===== config.mk =====
export PLATFORM = sky130hd
export DESIGN_NAME = utf8_decode_display_width_flat
export DESIGN_NICKNAME = d
export VERILOG_FILES = /design/src/hdl/utf8dw_pkg.sv /design/src/hdl/utf8dw_in_if.sv /design/src/hdl/utf8dw_out_if.sv /design/src/hdl/utf8_decode_display_width.sv /design/src/flat_wrapper.sv
export SDC_FILE = /design/constraint.sdc
export NUM_CORES = 1
export LEC_CHECK = 0
export ABC_CLOCK_PERIOD_IN_PS = 9600
export BUFFER_PORTS_ARGS = -buffer_cell sky130_fd_sc_hd__buf_2
export CORE_ASPECT_RATIO = 1.4
export CORE_UTILIZATION = 47
export CTS_BUF_LIST = sky130_fd_sc_hd__clkbuf_4
export CTS_CLUSTER_DIAMETER = 40
export CTS_CLUSTER_SIZE = 14
export DETAILED_ROUTE_END_ITERATION = 7
export PLACE_DENSITY_LB_ADDON = 0.05
export SLEW_MARGIN = 20
export SYNTH_ARGS = -nofsm -noshare
export SYNTH_HDL_FRONTEND = slang
export SYNTH_SLANG_ARGS = --single-unit

===== constraint.sdc =====
create_clock -name clk -period 9.6 [get_ports clk]
set_input_delay 0.48 -clock clk [delete_from_list [all_inputs] [get_ports clk]]
set_output_delay 0.48 -clock clk [all_outputs]
set_load 0.1 [all_outputs]

===== src/hdl/utf8dw_pkg.sv =====
// Shared types, constants and the display-width classifier for the UTF-8
// decoder. No dependencies; used by the result channel interface and the top level.
`default_nettype none

package utf8dw_pkg;

  localparam int CpW  = 21;
  localparam int TotW = 32;
  localparam int PartW = 15;

  typedef logic [CpW-1:0]  cp_t;
  typedef logic [TotW-1:0] tot_t;
  typedef logic [1:0]      col_t;
  typedef logic [2:0]      seq_len_t;

  // Sequence length codes
  localparam seq_len_t LEN_NONE = 3'd0;
  localparam seq_len_t LEN_TWO  = 3'd2;
  localparam seq_len_t LEN_THREE = 3'd3;
  localparam seq_len_t LEN_FOUR = 3'd4;

  localparam cp_t CP_REPL    = 21'h00FFFD;
  localparam cp_t CP_MAX     = 21'h10FFFF;
  localparam cp_t CP_SURR_LO = 21'h00D800;
  localparam cp_t CP_SURR_HI = 21'h00DFFF;
  localparam cp_t CP_MIN2    = 21'h000080;
  localparam cp_t CP_MIN3    = 21'h000800;
  localparam cp_t CP_MIN4    = 21'h010000;

  localparam col_t COL_ZERO = 2'd0;
  localparam col_t COL_ONE  = 2'd1;
  localparam col_t COL_TWO  = 2'd2;

  localparam int NZero = 11;
  localparam int NWide = 12;

  localparam cp_t ZERO_LO [NZero] = '{
    21'h0000, 21'h007F, 21'h0300, 21'h1AB0, 21'h1DC0, 21'h200B,
    21'h2060, 21'h20D0, 21'hFE0E, 21'hFE20, 21'hFEFF};
  localparam cp_t ZERO_HI [NZero] = '{
    21'h001F, 21'h009F, 21'h036F, 21'h1AFF, 21'h1DFF, 21'h200D,
    21'h2060, 21'h20FF, 21'hFE0F, 21'hFE2F, 21'hFEFF};

  localparam cp_t WIDE_LO [NWide] = '{
    21'h02E80, 21'h02FF0, 21'h0A960, 21'h0AC00, 21'h0F900, 21'h0FE10,
    21'h0FE30, 21'h0FF00, 21'h0FFE0, 21'h1F100, 21'h1F300, 21'h20000};
  localparam cp_t WIDE_HI [NWide] = '{
    21'h02FDF, 21'h0A4CF, 21'h0A97F, 21'h0D7FF, 21'h0FAFF, 21'h0FE1F,
    21'h0FE6F, 21'h0FF60, 21'h0FFE6, 21'h1F1FF, 21'h1FBFF, 21'h3FFFF};

  // Zero-width ranges win over wide ranges; everything else is one column.
  function automatic col_t col_class(input cp_t cp);
    logic zero_hit;
    logic wide_hit;
    zero_hit = 1'b0;
    wide_hit = 1'b0;
    for (int i = 0; i < NZero; i++) begin
      if (cp >= ZERO_LO[i] && cp <= ZERO_HI[i]) zero_hit = 1'b1;
    end
    for (int j = 0; j < NWide; j++) begin
      if (cp >= WIDE_LO[j] && cp <= WIDE_HI[j]) wide_hit = 1'b1;
    end
    if (zero_hit) return COL_ZERO;
    if (wide_hit) return COL_TWO;
    return COL_ONE;
  endfunction

endpackage

`default_nettype wire


===== src/hdl/utf8dw_in_if.sv =====
// Byte input channel of the UTF-8 decoder: valid/ready plus one byte word.
// No dependencies.
`default_nettype none

interface utf8dw_in_if;
  logic       valid;
  logic       ready;
  logic [7:0] data_byte;
  logic       end_of_string;

  modport source (output valid, output data_byte, output end_of_string, input ready);
  modport sink   (input valid, input data_byte, input end_of_string, output ready);
endinterface

`default_nettype wire


===== src/hdl/utf8dw_out_if.sv =====
// Result channel of the UTF-8 decoder: valid/ready plus one decoded word.
// Depends on utf8dw_pkg for payload widths.
`default_nettype none

interface utf8dw_out_if;
  logic               valid;
  logic               ready;
  utf8dw_pkg::cp_t    code_point;
  logic               replaced;
  utf8dw_pkg::col_t   column_width;
  utf8dw_pkg::tot_t   col_total;
  logic               string_done;

  modport source (output valid, output code_point, output replaced, output column_width,
                  output col_total, output string_done, input ready);
  modport sink   (input valid, input code_point, input replaced, input column_width,
                  input col_total, input string_done, output ready);
endinterface

`default_nettype wire


===== src/hdl/utf8_decode_display_width.sv =====
// UTF-8 decoder with display-width accumulation, top level.
// Depends on utf8dw_pkg, utf8dw_in_if and utf8dw_out_if.
`default_nettype none

// Takes one byte of a UTF-8 string per word, with end_of_string on the
// string's last byte, and returns decoded code points with their display
// columns (0, 1 or 2) and the string's saturating running column sum.
// Malformed input turns into U+FFFD with replaced set: one per bad lead,
// one per held byte when a sequence breaks or the string ends inside it
// (the breaking byte is then decoded afresh), one per overlong, surrogate
// or out-of-range sequence. The last result of a string carries
// string_done, and the running sum restarts. A byte is decoded into a
// burst register in the cycle it is accepted; the burst drains into the
// output register one result per cycle unless the output stalls. A byte
// giving zero or one result holds the input only while the output stalls,
// so bytes otherwise stream at one per clock; a byte giving more results
// (at most 4) holds the input until its last one is loaded, set by the
// single result port. A byte's first result passes the burst register,
// then the output register; input ready depends combinationally on output ready.
module utf8_decode_display_width (
  input  wire                  clk,
  input  wire                  rst_n,
  utf8dw_in_if.sink            in_ch,
  utf8dw_out_if.source         out_ch
);
  import utf8dw_pkg::*;

  // decoder state
  seq_len_t         exp_r,  exp_nxt;
  logic [1:0]       held_r, held_nxt;
  logic [PartW-1:0] part_r, part_nxt;

  // burst register: replacement count for held bytes, then an optional tail
  logic       b_valid_r, b_valid_nxt;
  logic [1:0] b_rep_r,   b_rep_nxt;
  logic       b_tail_r,  b_tail_nxt;
  cp_t        b_cp_r,    b_cp_nxt;
  logic       b_bad_r,   b_bad_nxt;
  col_t       b_col_r,   b_col_nxt;
  logic       b_eos_r,   b_eos_nxt;

  // output register and running sum
  logic out_valid_r, out_valid_nxt;
  cp_t  out_cp_r,    out_cp_nxt;
  logic out_bad_r,   out_bad_nxt;
  col_t out_col_r,   out_col_nxt;
  tot_t out_tot_r,   out_tot_nxt;
  logic out_done_r,  out_done_nxt;
  tot_t run_r,       run_nxt;

  logic       in_acc;
  logic       in_ready;
  logic [7:0] byt;
  logic       eos;

  // fresh-byte decode
  logic             f_tail;
  cp_t              f_cp;
  logic             f_bad;
  seq_len_t         f_len;
  logic [PartW-1:0] f_bits;

  // per-byte burst
  logic [1:0] d_rep;
  logic       d_tail;
  cp_t        d_cp;
  logic       d_bad;
  logic       d_any;
  logic [2:0] cnt;
  cp_t        cp_cat;
  logic       seq_bad;

  // emission
  logic out_load;
  logic emit_repl;
  logic emit_last;
  logic emit_done;
  cp_t  emit_cp;
  logic emit_bad;
  col_t emit_col;
  logic [TotW:0] sum_ext;
  tot_t sum_sat;

  assign byt    = in_ch.data_byte;
  assign eos    = in_ch.end_of_string;
  assign in_acc = in_ch.valid && in_ready;

  always_comb begin
    f_tail = 1'b0;
    f_cp   = CP_REPL;
    f_bad  = 1'b0;
    f_len  = LEN_NONE;
    f_bits = '0;
    priority if (byt[7] == 1'b0) begin
      f_tail = 1'b1;
      f_cp   = {13'd0, byt};
    end else if (byt[7:5] == 3'b110) begin
      f_len  = LEN_TWO;
      f_bits = {10'd0, byt[4:0]};
    end else if (byt[7:4] == 4'b1110) begin
      f_len  = LEN_THREE;
      f_bits = {11'd0, byt[3:0]};
    end else if (byt[7:3] == 5'b11110) begin
      f_len  = LEN_FOUR;
      f_bits = {12'd0, byt[2:0]};
    end else begin
      f_tail = 1'b1;
      f_bad  = 1'b1;
    end
    // a lead that ends the string cannot complete
    if (f_len != LEN_NONE && eos) begin
      f_tail = 1'b1;
      f_bad  = 1'b1;
      f_cp   = CP_REPL;
      f_len  = LEN_NONE;
    end
  end

  always_comb begin
    cnt     = {1'b0, held_r} + 3'd1;
    cp_cat  = {part_r, byt[5:0]};
    seq_bad = (exp_r == LEN_TWO   && cp_cat < CP_MIN2) ||
              (exp_r == LEN_THREE && cp_cat < CP_MIN3) ||
              (exp_r == LEN_FOUR  && cp_cat < CP_MIN4) ||
              (cp_cat >= CP_SURR_LO && cp_cat <= CP_SURR_HI) ||
              (cp_cat > CP_MAX);
    d_rep    = 2'd0;
    d_tail   = f_tail;
    d_cp     = f_cp;
    d_bad    = f_bad;
    exp_nxt  = f_len;
    held_nxt = (f_len != LEN_NONE) ? 2'd1 : 2'd0;
    part_nxt = f_bits;
    if (exp_r != LEN_NONE) begin
      if (byt[7:6] == 2'b10) begin
        d_tail   = 1'b0;
        d_cp     = CP_REPL;
        d_bad    = 1'b0;
        exp_nxt  = LEN_NONE;
        held_nxt = 2'd0;
        part_nxt = '0;
        priority if (cnt >= exp_r) begin
          d_tail = 1'b1;
          d_bad  = seq_bad;
          d_cp   = seq_bad ? CP_REPL : cp_cat;
        end else if (eos) begin
          d_rep = cnt[1:0];
        end else begin
          exp_nxt  = exp_r;
          held_nxt = cnt[1:0];
          part_nxt = cp_cat[PartW-1:0];
        end
      end else begin
        // broken sequence: flush held bytes, then the fresh decode
        d_rep = held_r;
      end
    end
    if (eos) begin
      exp_nxt  = LEN_NONE;
      held_nxt = 2'd0;
      part_nxt = '0;
    end
    d_any = d_tail || (d_rep != 2'd0);
  end

  always_comb begin
    out_load  = b_valid_r && (!out_valid_r || out_ch.ready);
    emit_repl = (b_rep_r != 2'd0);
    emit_last = (b_rep_r == 2'd0) || (b_rep_r == 2'd1 && !b_tail_r);
    emit_done = emit_last && b_eos_r;
    emit_cp   = emit_repl ? CP_REPL : b_cp_r;
    emit_bad  = emit_repl ? 1'b1 : b_bad_r;
    emit_col  = emit_repl ? COL_ONE : b_col_r;
    sum_ext   = {1'b0, run_r} + {{(TotW-1){1'b0}}, emit_col};
    sum_sat   = sum_ext[TotW] ? {TotW{1'b1}} : sum_ext[TotW-1:0];
    in_ready  = !b_valid_r || (out_load && emit_last);

    b_valid_nxt = b_valid_r;
    b_rep_nxt   = b_rep_r;
    b_tail_nxt  = b_tail_r;
    b_cp_nxt    = b_cp_r;
    b_bad_nxt   = b_bad_r;
    b_col_nxt   = b_col_r;
    b_eos_nxt   = b_eos_r;
    priority if (in_acc && d_any) begin
      b_valid_nxt = 1'b1;
      b_rep_nxt   = d_rep;
      b_tail_nxt  = d_tail;
      b_cp_nxt    = d_cp;
      b_bad_nxt   = d_bad;
      b_col_nxt   = col_class(d_cp);
      b_eos_nxt   = eos;
    end else if (out_load && emit_last) begin
      b_valid_nxt = 1'b0;
    end else if (out_load) begin
      b_rep_nxt = b_rep_r - 2'd1;
    end else begin
      b_valid_nxt = b_valid_r;
    end

    out_valid_nxt = out_load ? 1'b1 : (out_ch.ready ? 1'b0 : out_valid_r);
    out_cp_nxt    = out_load ? emit_cp   : out_cp_r;
    out_bad_nxt   = out_load ? emit_bad  : out_bad_r;
    out_col_nxt   = out_load ? emit_col  : out_col_r;
    out_tot_nxt   = out_load ? sum_sat   : out_tot_r;
    out_done_nxt  = out_load ? emit_done : out_done_r;
    run_nxt       = out_load ? (emit_done ? '0 : sum_sat) : run_r;
  end

  always_ff @(posedge clk) begin
    if (!rst_n) begin
      exp_r       <= LEN_NONE;
      held_r      <= 2'd0;
      part_r      <= '0;
      b_valid_r   <= 1'b0;
      out_valid_r <= 1'b0;
      run_r       <= '0;
    end else begin
      if (in_acc) begin
        exp_r  <= exp_nxt;
        held_r <= held_nxt;
        part_r <= part_nxt;
      end
      b_valid_r   <= b_valid_nxt;
      out_valid_r <= out_valid_nxt;
      run_r       <= run_nxt;
    end
  end

  always_ff @(posedge clk) begin
    b_rep_r    <= b_rep_nxt;
    b_tail_r   <= b_tail_nxt;
    b_cp_r     <= b_cp_nxt;
    b_bad_r    <= b_bad_nxt;
    b_col_r    <= b_col_nxt;
    b_eos_r    <= b_eos_nxt;
    out_cp_r   <= out_cp_nxt;
    out_bad_r  <= out_bad_nxt;
    out_col_r  <= out_col_nxt;
    out_tot_r  <= out_tot_nxt;
    out_done_r <= out_done_nxt;
  end

  assign in_ch.ready         = in_ready;
  assign out_ch.valid        = out_valid_r;
  assign out_ch.code_point   = out_cp_r;
  assign out_ch.replaced     = out_bad_r;
  assign out_ch.column_width = out_col_r;
  assign out_ch.col_total    = out_tot_r;
  assign out_ch.string_done  = out_done_r;

  // an open sequence holds between one and length-1 bytes
  a_held_range: assert property (@(posedge clk) disable iff (!rst_n)
    (exp_r == LEN_NONE) ? (held_r == 2'd0)
                        : (held_r != 2'd0 && {1'b0, held_r} < exp_r))
    else $error("decoder held count out of range");

  // the end of a string leaves no sequence open
  a_eos_clears: assert property (@(posedge clk) disable iff (!rst_n)
    in_acc && eos |=> exp_r == LEN_NONE)
    else $error("sequence still open after end of string");

  // a finished string restarts the column sum
  a_done_zero: assert property (@(posedge clk) disable iff (!rst_n)
    out_load && emit_done |=> run_r == '0)
    else $error("running width not cleared after string end");

  // within a string the sum never falls
  a_sum_grows: assert property (@(posedge clk) disable iff (!rst_n)
    out_load && !emit_done |=> run_r >= $past(run_r))
    else $error("running width decreased within a string");

  // a pending burst always has a result left to give
  a_burst_nonempty: assert property (@(posedge clk) disable iff (!rst_n)
    b_valid_r |-> (b_rep_r != 2'd0 || b_tail_r))
    else $error("empty burst held");

endmodule

`default_nettype wire


===== src/flat_wrapper.sv =====
// flat-port wrapper written by rule: the top's interface ports become plain ports
module utf8_decode_display_width_flat import utf8dw_pkg::*;
  (clk, rst_n, in_ch_valid, in_ch_data_byte, in_ch_end_of_string, in_ch_ready, out_ch_valid, out_ch_code_point, out_ch_replaced, out_ch_column_width, out_ch_col_total, out_ch_string_done, out_ch_ready);
  utf8dw_in_if in_ch_i ();
  utf8dw_out_if out_ch_i ();
  input  wire clk;
  input  wire rst_n;
  input wire logic [$bits(in_ch_i.valid)-1:0] in_ch_valid;
  input wire logic [$bits(in_ch_i.data_byte)-1:0] in_ch_data_byte;
  input wire logic [$bits(in_ch_i.end_of_string)-1:0] in_ch_end_of_string;
  output wire logic [$bits(in_ch_i.ready)-1:0] in_ch_ready;
  output wire logic [$bits(out_ch_i.valid)-1:0] out_ch_valid;
  output wire logic [$bits(out_ch_i.code_point)-1:0] out_ch_code_point;
  output wire logic [$bits(out_ch_i.replaced)-1:0] out_ch_replaced;
  output wire logic [$bits(out_ch_i.column_width)-1:0] out_ch_column_width;
  output wire logic [$bits(out_ch_i.col_total)-1:0] out_ch_col_total;
  output wire logic [$bits(out_ch_i.string_done)-1:0] out_ch_string_done;
  input wire logic [$bits(out_ch_i.ready)-1:0] out_ch_ready;
  assign in_ch_i.valid = in_ch_valid;
  assign in_ch_i.data_byte = in_ch_data_byte;
  assign in_ch_i.end_of_string = in_ch_end_of_string;
  assign in_ch_ready = in_ch_i.ready;
  assign out_ch_valid = out_ch_i.valid;
  assign out_ch_code_point = out_ch_i.code_point;
  assign out_ch_replaced = out_ch_i.replaced;
  assign out_ch_column_width = out_ch_i.column_width;
  assign out_ch_col_total = out_ch_i.col_total;
  assign out_ch_string_done = out_ch_i.string_done;
  assign out_ch_i.ready = out_ch_ready;
  utf8_decode_display_width u_core (.clk(clk), .rst_n(rst_n), .in_ch(in_ch_i), .out_ch(out_ch_i));
endmodule

# Word level (Yosys, flattened, before mapping)
# Index checks and enable logic that the tools add are counted.
# totals
reg_bits	139
latchBits	0
ram_bits	0
romBits	0
in_bits	13
elab_cells	228
mem_count	0
# op_classes
add_sub_neg	3
n_mul	0
n_div	0
order_cmp	53
n_eq_ne	10
shifts	0
mux	89
bitwise	0
reduce_logical	56
# ops
cell	count
<= comparator 21 x 16 -> 1 bit (second input constant)	12
>= comparator 21 x 16 -> 1 bit (second input constant)	11
>= comparator 21 x 14 -> 1 bit (second input constant)	5
2-to-1 mux 15 bit	7
<= comparator 21 x 14 -> 1 bit (second input constant)	4
2-to-1 mux 21 bit	4
2-to-1 mux 32 bit	2
2-to-1 mux 1 bit	48
>= comparator 21 x 13 -> 1 bit (second input constant)	2
>= comparator 21 x 17 -> 1 bit (second input constant)	2
<= comparator 21 x 13 -> 1 bit (second input constant)	2
<= comparator 21 x 17 -> 1 bit (second input constant)	2
logical AND 1 bit	34
adder 32 x 2 -> 33 bit	1
2-to-1 mux 16 bit	2
2-to-1 mux 2 bit	16
2-to-1 mux 3 bit	10
>= comparator 21 x 1 -> 1 bit (second input constant)	1
>= comparator 21 x 10 -> 1 bit (second input constant)	1
>= comparator 21 x 18 -> 1 bit (second input constant)	1
>= comparator 21 x 7 -> 1 bit (second input constant)	1
> comparator 21 bit (second input constant)	1
<= comparator 21 x 10 -> 1 bit (second input constant)	1
<= comparator 21 x 18 -> 1 bit (second input constant)	1
22 further kinds	40

# Depth between registers and ports, before layout
# Gate-level depths: netlist of the first run.
# logic_depth
depth_word	30
ltp_mapped	17

# Worst setup path after synthesis of the first run
# Ideal clock, no wire load.
# synth_path
path_kind	register to register
from	reg u_core.out_valid_r, in the netlist u_core.out_ch.valid
to	reg u_core.b_rep_r[0] (enable)
arrival_time_ps	6221
required_time_ps	9296
setup_slack_ps	3075
stages_incl_launch_ff	7
path_buffers	0
period_less_slack_ps	6525
path_cell_list	dfxtp_1 -> nor2b_1 -> o21ai_0 -> nand2_1 -> o21ai_0 -> inv_1 -> nand2_1
# synth_between
elab_chain_len	9
elab_cells_between_ends	10
# synth_rtl
element	line_no	source
start, declared	utf8_decode_display_width.sv:43	logic out_valid_r, out_valid_nxt;
start signal, assigned	utf8_decode_display_width.sv:225	out_valid_r <= out_valid_nxt;
logical NOT 1 bit (*)	utf8_decode_display_width.sv:167	out_load = b_valid_r && (!out_valid_r || out_ch.ready);
logical OR 1 bit (*)	utf8_decode_display_width.sv:167	
logical AND 1 bit (*)	utf8_decode_display_width.sv:167	
logical AND 1 bit (*)	utf8_decode_display_width.sv:176	in_ready = !b_valid_r || (out_load && emit_last);
logical OR 1 bit (*)	utf8_decode_display_width.sv:176	
via in_ch_ready	flat_wrapper.sv:11	output wire logic [$bits(in_ch_i.ready)-1:0] in_ch_ready;
logical AND 1 bit (*)	utf8_decode_display_width.sv:86	assign in_acc = in_ch.valid && in_ready;
logical AND 1 bit (*)	utf8_decode_display_width.sv:185	priority if (in_acc && d_any) begin
inequality test 2 bit (no line) or nonzero test 2 bit (tied branches)	-	
AND reduction 2 bit (no line) (*)	-	
end signal, assigned	utf8_decode_display_width.sv:231	b_rep_r <= b_rep_nxt;
end, declared	utf8_decode_display_width.sv:35	logic [1:0] b_rep_r, b_rep_nxt;
# The timed path passes the listed nets; every way through them passes the cells marked *.
# A chain may end at the register's enable or synchronous reset.

# Final worst setup path of the first run
# layout_path
from	reg u_core.b_rep_r[0]
to	reg u_core.run_r[20]
# layout_between
elab_chain_len	5
elab_cells_between_ends	10
# layout_rtl
element	line_no	source
nonzero test 2 bit	utf8_decode_display_width.sv:168	emit_repl = (b_rep_r != 2'd0);
2-to-1 mux 2 bit	utf8_decode_display_width.sv:173	emit_col = emit_repl ? COL_ONE : b_col_r;
via u_core.emit_col[0]	utf8_decode_display_width.sv:80	col_t emit_col;
adder 32 x 2 -> 33 bit	utf8_decode_display_width.sv:174	sum_ext = {1'b0, run_r} + {{(TotW-1){1'b0}}, emit_col};
2-to-1 mux 32 bit	utf8_decode_display_width.sv:175	sum_sat = sum_ext[TotW] ? {TotW{1'b1}} : sum_ext[TotW-1:0];
2-to-1 mux 32 bit	utf8_decode_display_width.sv:207	run_nxt = out_load ? (emit_done ? '0 : sum_sat) : run_r;
end signal, assigned	utf8_decode_display_width.sv:226	run_r <= run_nxt;
end, declared	utf8_decode_display_width.sv:49	tot_t run_r, run_nxt;
# The timed path passes the listed nets, and every way through them passes these cells.

==> results of run 1 <==
==> sequential cells by signal, indices dropped and copies added (netlist names) <==
register	count
u_core.part_r	15
u_core.out_ch.string_done	1
u_core.b_rep_r	2
u_core.b_col_r	2
u_core.b_eos_r	1
u_core.b_bad_r	1
u_core.out_ch.col_total	32
u_core.out_ch.code_point	21
u_core.out_ch.valid	1
u_core.b_valid_r	1
u_core.out_ch.column_width	2
u_core.held_r	2
u_core.b_cp_r	21
u_core.exp_r	3
u_core.out_ch.replaced	1
u_core.b_tail_r	1
u_core.run_r	32
==> metrics by stage <==
stage / util (%) / hold WS [ps]
global route: 53.4 / 208
finish: 53.4 / 265
CTS: 53.3 / 217
floorplan: - / 457
global placement: 51.5 / 468
detailed placement: 51.5 / 490
==> per-layer routing <==
layer / up-vias / global-route usage [%] / share of wire, %
met2: 248 / 46.9 / 50
met5: - / 0 / 0
met3: 82 / 5.57 / 5.1
met4: 0 / 21.4 / 7.6
li1: 2921 / - / -
met1: 2874 / 27.5 / 37
==> Yosys cell counts (all sizes together), types with 3 or more instances <==
library cell and number:
edfxtp 85, nand2 78, dfxtp 54, nor2 54, clkbuf 50, nor2b 50, a22oi 42, o21ai 34
a21oi 30, nand3 29, nand2b 26, nand4 21, nor3 21, inv 20, and2 15, xor2 15
and3 13, a31oi 11, nor4 11, xnor2 9, ha 8, o221a 8, buf 7, o21a 7
and4 5, nand3b 5, or3 5, a41oi 4, nand4b 4, o2111ai 4, a211oi 3, a21o 3
o22ai 3, o31ai 3, or4 3
==> report_power, final <==
| part | leakage (nW) | internal, mW | switching (mW) | total [mW] |
|---|---|---|---|---|
| sequential | 1.23 | 0.676 | 0.0107 | 0.687 |
| combinational | 1.50 | 0.0465 | 0.235 | 0.282 |
| clock | 0.143 | 0.157 | 0.205 | 0.362 |
| total | 2.87 | 0.879 | 0.452 | 1.33 |
==> tightest hold or removal path, delay by kind of cell <==
kind / cells / cell delay, ps
AO/OA/AOI/OAI: 1 / 160
buffers and inverters: 1 / 80
AND/OR/NAND/NOR: 1 / 50
==> final cells by class <==
type,count,area [µm²],share of cell area [%]
diodes,1,2.50,0.0310
clock buffers,19,143,1.77
clock inverters,13,128,1.58
inverters,20,75.1,0.931
multi-input cells,554,3410,42.3
flip-flops and latches,139,3630,45.0
well taps,192,240,2.98
repair buffers,81,430,5.34
==> path summary, 6_finish.rpt <==
kind,startpoint,to,slack [ps]
worst max register to register,u_core.b_rep_r[0],u_core.run_r[20],5790
worst min-delay path,out_ch_ready,u_core.out_ch.valid,270
worst min register to register,u_core.b_cp_r[8],u_core.out_ch.code_point[8],500
worst max-delay path,u_core.b_rep_r[0],u_core.run_r[20],5790
==> kinds of logic after synthesis <==
logic type | after synthesis | synth area share [%]
buf+inv | 77 | 4.09
xor+xnor | 24 | 2.86
flops | 139 | 49.5
mux | 2 | 0.307
compound gates | 170 | 16.1
simple gates | 349 | 25.5
fa+ha+maj | 9 | 1.64
==> run summary, run 1 <==
For this run, the leading register cell type out of synthesis is edfxtp_1. In this design, the largest share of critical-path delay is due to simple AND/OR/NAND/NOR gates. The total routing usage reported by global routing is 26.8%.

The post-route netlist has 16.2% of its cells at a drive strength greater than 1. In this run the tightest slew margin relative to its limit is 27.8%. The number of global-route vias before repair was 6051. After synthesis the netlist holds a flip-flop and latch count of 139.

The buffer count from post-CTS setup fixing came out at 0. The share of async-settable or async-resettable flops after synthesis came out at 0%. Clock latency on the worst-skew pair, taken at its later pin, is 530 ps. The power density over the cells is 165 nW/µm².

The smallest setup slack after layout came out at 5790 ps. The sort of element at the start of the critical path is a register. The number of logic stages on the critical path including buffering is 16. The wire-length estimate of the detail-placed layout is 15.2 mm. The critical path goes through inv_1 > ha_1 > buf_4 > nand2b_1 > ha_1 > inv_1 > fa_1 > inv_1 > nand3_1 > nor3_1 > and3_1 > nand2b_1 > buf_4 > a31oi_1 > nor2_1 > nor3b_1.

The number of pins exceeding their max-slew limit in the final report came to 0. The most frequent standard cell in the layout excluding fill and tap cells is edfxtp_1. The average instance in the mapped netlist occupies 9.54 µm². The path type of the worst setup path is reg -> reg. The die extent in x came out at 108 µm.

The number of placed instances, taps included came out at 986. The final RePlAce weighted congestion is 0.957. Along the worst hold path, the cell count comes to 3. The count of port buffers added during placement came out at 71. The CTS root buffer is clkbuf_4. The remaining antenna violation count came out at 0. In this run the biggest area consumer among cell types represents 34.8% of the synthesized area. The number of cells on the worst reg-to-reg path is 16. The number of DRC violations after detailed routing is 0. The number of antenna violations at the first check in global routing came out at 1. The count of routing violations after the opening detailed-route iteration is 403. The number of fillers in the final layout is 1400. TritonCTS built the clock tree. The worst setup path is captured at a register. The overall die area came out at 16100 µm².

The count of instances resized after the clock tree is built is 0. After layout, the minimum clock period comes to 3810 ps. The post-synthesis net count came out at 792. From bottom edge to top edge, the die measures 150 µm. The first-pass iteration count of the detailed router came out at 5. The row count is 53. The count of flip-flops with a built-in enable after synthesis is 85. The worst-margin pin slew is 1080 ps. The boundary pin count came out at 72. The wire length per cell after detailed routing is 20.5 µm. The floorplan step defined a core boundary enclosing 15100 µm². The overall power after layout came out at 1.33 mW. The first global-routing pass estimated 32.2 mm of wire. The run finished with clean final reports. The largest total area in the synthesized netlist belongs to edfxtp_1.

Sorting the synthesized cells by area gives the leading types as edfxtp_1 (35%), dfxtp_1 (15%), a22oi_1 (4.3%), nor2b_1 (4.3%), nand2_1 (4.0%). The critical-path cell with the highest stage delay is nor3_1. The hold violation count in the final report is 0.

The required time at the endpoint of the critical path came out at 10050 ps. The setup TNS after final layout came out at 0 ps. The area growth from synthesis to layout is 9.83%.

The part of the cycle the worst path needs is 39.7%. The number of non-filler instances in the completed layout is 1019. The summed instance area of the synthesized netlist is 7340 µm². The number of cells produced by synthesis came out at 770.

Yosys printed 0 warnings. The remaining global-route overflow came out at 0. The post-route clock skew came out at 21.2 ps.

By instance count, the cell type seen most on the critical path is inv_1. Summing the sequential cell areas from Yosys gives 49.5% of the chip area. The peak per-stage delay on the critical path is 560 ps.

Setup violations remaining at the end of the flow were counted as 0. In the layout the commonest cells are edfxtp_1 (85), nand2_1 (78), buf_2 (71). The total of max-cap violations is 0. The H-tree depth came out at 4. Setup repair after global routing left no endpoint under its margin. The hold-fix buffer count after cts came out at 0. The post-place setup slack is 5880 ps. For this configuration, the core starts out at a cell density of 48.6%. The maximum number of pins on one net before global-route repair came out at 55.

The number of buffers inserted during clock tree synthesis is 17. For this block, the routed nets add up to 20.9 mm of wire. The maximum fanout along the worst path came out at 44.

The via count is 6125. The static leakage is 2.87 nW. The largest vdd supply drop came out at 0.0000985 V. The cell area after layout came out at 8070 µm². The netlist uses 65 different library cells. Derived from the worst setup path, the maximum achievable clock frequency is 0.263 GHz.

The net count of the finished layout is 835. The deepest clock path buffer count is 2. The number of buffers and inverters on the critical path is 5.

The arrival time of data at the critical path endpoint is 4260 ps. The clock input transition at the sequential cells of the worst setup and hold paths came out at 120 ps. The ratio of routed vias to standard cells came out at 6.01. Clock tree synthesis found a total of 139 sinks.

The placed instances occupy a cell area of 7790 µm². The tightest min-delay check is of the in -> reg type.
(Power assumes the default switching activity.)
==> inputs of run 2 (changes only) <==
ABC_CLOCK_PERIOD_IN_PS = 3200   (was 9600)
clock period = 3.2 ns   (was 9.6 ns; I/O delays follow)
==> run summary, run 2 (synthesis gave the netlist of run 1 again) <==
Pin placement for this block handled 72 I/O pins. The static leakage is 3.19 nW. The layout net count is 890. The overall power after layout came out at 4.25 mW.

In the routed design, unresolved DRC markers number 0. The maximum number of pins on one net before global-route repair came out at 55. Dividing the detail-routed wire length by the instance count gives 21.4 µm.

The clock input transition at the sequential cells of the worst setup and hold paths is 150 ps. The starting utilization of the core area came out at 48.6%. The number of antenna violations at the first check in global routing came out at 1. The H-tree depth is 4. The most frequent standard cell in the layout excluding fill and tap cells is edfxtp_1. The clock arrives with 38.3 ps of skew.

The remaining antenna violation count is 0. The clock tree from TritonCTS is yes. The clock latency at the later pin of the worst-skew pair came out at 540 ps. At the worst endpoint, the required time is 3540 ps. In this run the post-CTS setup repair buffer count came out at 0. The largest vdd supply drop came out at 0.000340 V. The final setup violation count is 0. Compared with the post-synthesis result, the final layout area differs by 17.5%.

The run finished with clean final reports. The via count is 6520. The upper clock frequency limit came out at 0.322 GHz. In the final layout, the share of cells above drive strength 1 is 23.3%. The tool flagged a number of max-cap violations equal to 0.

Detailed placement ended at an HPWL of 17.0 mm. The peak per-stage delay on the critical path is 580 ps. The storage element area came out at 3640 µm².

The row count is 53. The largest individual stage delay along the critical path comes from the cell or4_4. In this run the tightest slew margin relative to its limit is 33.2%. The longest clock path from root to sink contains 2 buffers. Setup repair after global routing could not meet its margin everywhere.

The number of global-route vias before repair is 6546. The arrival time of data at the critical path endpoint is 3450 ps. The routed design has 23.0 mm of wire. The floorplan step defined a core boundary enclosing 15100 µm². The first-pass iteration count of the detailed router is 7. The top cell types in the final layout, fill and taps aside, are edfxtp_1 (85), nand2_1 (78), buf_2 (71).

Clock tree synthesis inserted a total of 17 buffers. The hold violation count in the final report is 0. The final critical-path required period came out at 3110 ps. The multi-input logic area came out at 3500 µm². The worst hold path belongs to the class in -> reg. The floorplan step set the die width to 108 µm. The power density over the cells is 493 nW/µm².

The part of the cycle the worst path needs came out at 97.1%. The number of sinks on the clock net is 139. In this run the cell area measured after placement is 8230 µm².

The first-pass GRT wire length is 35.5 mm. The remaining global-route overflow is 0. In this run the clock root is driven by a clkbuf_4. The count of routing violations after the opening detailed-route iteration came out at 524.

Once layout is complete, the utilization of the core stands at 57.1%. The ratio of routed vias to standard cells is 6.07. The total routing usage reported by global routing is 29.6%. The worst setup path is launched from a register. The number of buffers and inverters on the critical path is 1. The worst-margin pin slew is 1000 ps.

The final RePlAce weighted congestion came out at 1.03. The maximum fanout along the worst path came out at 8. The die covers 16100 µm². The post-route worst hold slack came out at 66.8 ps.

The critical path's top delay family is simple AND/OR/NAND/NOR gates. Walking the worst path, the cells encountered are or4_4 > or2_2 > o21a_1 > buf_4 > a31oi_4 > nor2_1 > a41oi_2 > nand4_2 > nor4_2. Port buffering added 71 buffers.

Summing all non-filler instances in the final layout gives an area of 8630 µm². From bottom edge to top edge, the die measures 150 µm. The number of fillers in the final layout is 1338.

The worst setup path is captured at a register. The number of pins exceeding their max-slew limit in the final report is 0. The path type of the worst setup path is reg -> reg.
[run 2: cell types whose count changed in the layout (fill, tap and decap cells not counted), sizes merged]
cell / previous run / this run
buf: 81 / 134
bufinv: 2 / 4
inv: 20 / 22
clkinv: 8 / 4
dlygate4sd3: 0 / 2
[run 2: worst paths after layout]
kind / depth (start not counted) / slack (ps) / from / endpoint
max: 9 / 90 / u_core.part_r[11] / u_core.b_col_r[0]
min reg2reg: 1 / 500 / u_core.b_cp_r[4] / u_core.out_ch.code_point[4]
max reg2reg: 9 / 90 / u_core.part_r[11] / u_core.b_col_r[0]
min: 4 / 70 / in_ch_valid / u_core.exp_r[1]
[run 2: power by group]
part / internal (mW) / total [mW] / switching, mW
clock: 0.644 / 1.30 / 0.656
combinational: 0.168 / 0.893 / 0.725
sequential: 2.03 / 2.06 / 0.0308
[run 2: through the flow]
step           setup TNS [ps]  setup slack (ps)  instances
4_1_cts                     0              29.5       1073
2_1_floorplan               0              6.69        770
5_1_grt                 -66.4             -22.9       1074
3_3_place_gp                0              5.67       1039
6_report                    0              93.2       1074
3_5_place_dp                0              39.5       1039
[run 2: area by class of cell]
class	count	area share (%)
Inverter	20	0.870
Sequential cell	139	42.1
Clock inverter	13	2.22
Multi-Input combinational cell	554	40.5
Tap cell	192	2.78
Antenna cell	1	0.0290
Timing Repair Buffer	136	9.83
Clock buffer	19	1.65
[run 2: what timing repair did]
item	4_1_cts	5_1_grt
hold buffers	2	0
hold endpoints to repair	2	0
endpoints found under the setup margin	0	31
gates resized for setup	0	17
[run 2: worst register-to-register path: stages, from the launching register on]
cell and delay (ps):
dfxtp_1 420, or4_4 580, or2_2 350, o21a_1 280, buf_4 190, a31oi_4 290
nor2_1 150, a41oi_2 210, nand4_2 150, nor4_2 280
[run 2: metal layers]
metal | track usage (%) | share of wire (%) | wire length (µm)
met3 | 5.14 | 5.7 | 1300
met4 | 20.9 | 6.5 | 1480
met1 | 30.7 | 35 | 8140
met5 | 0 | 0 | 0
met2 | 53.2 | 52 | 12000
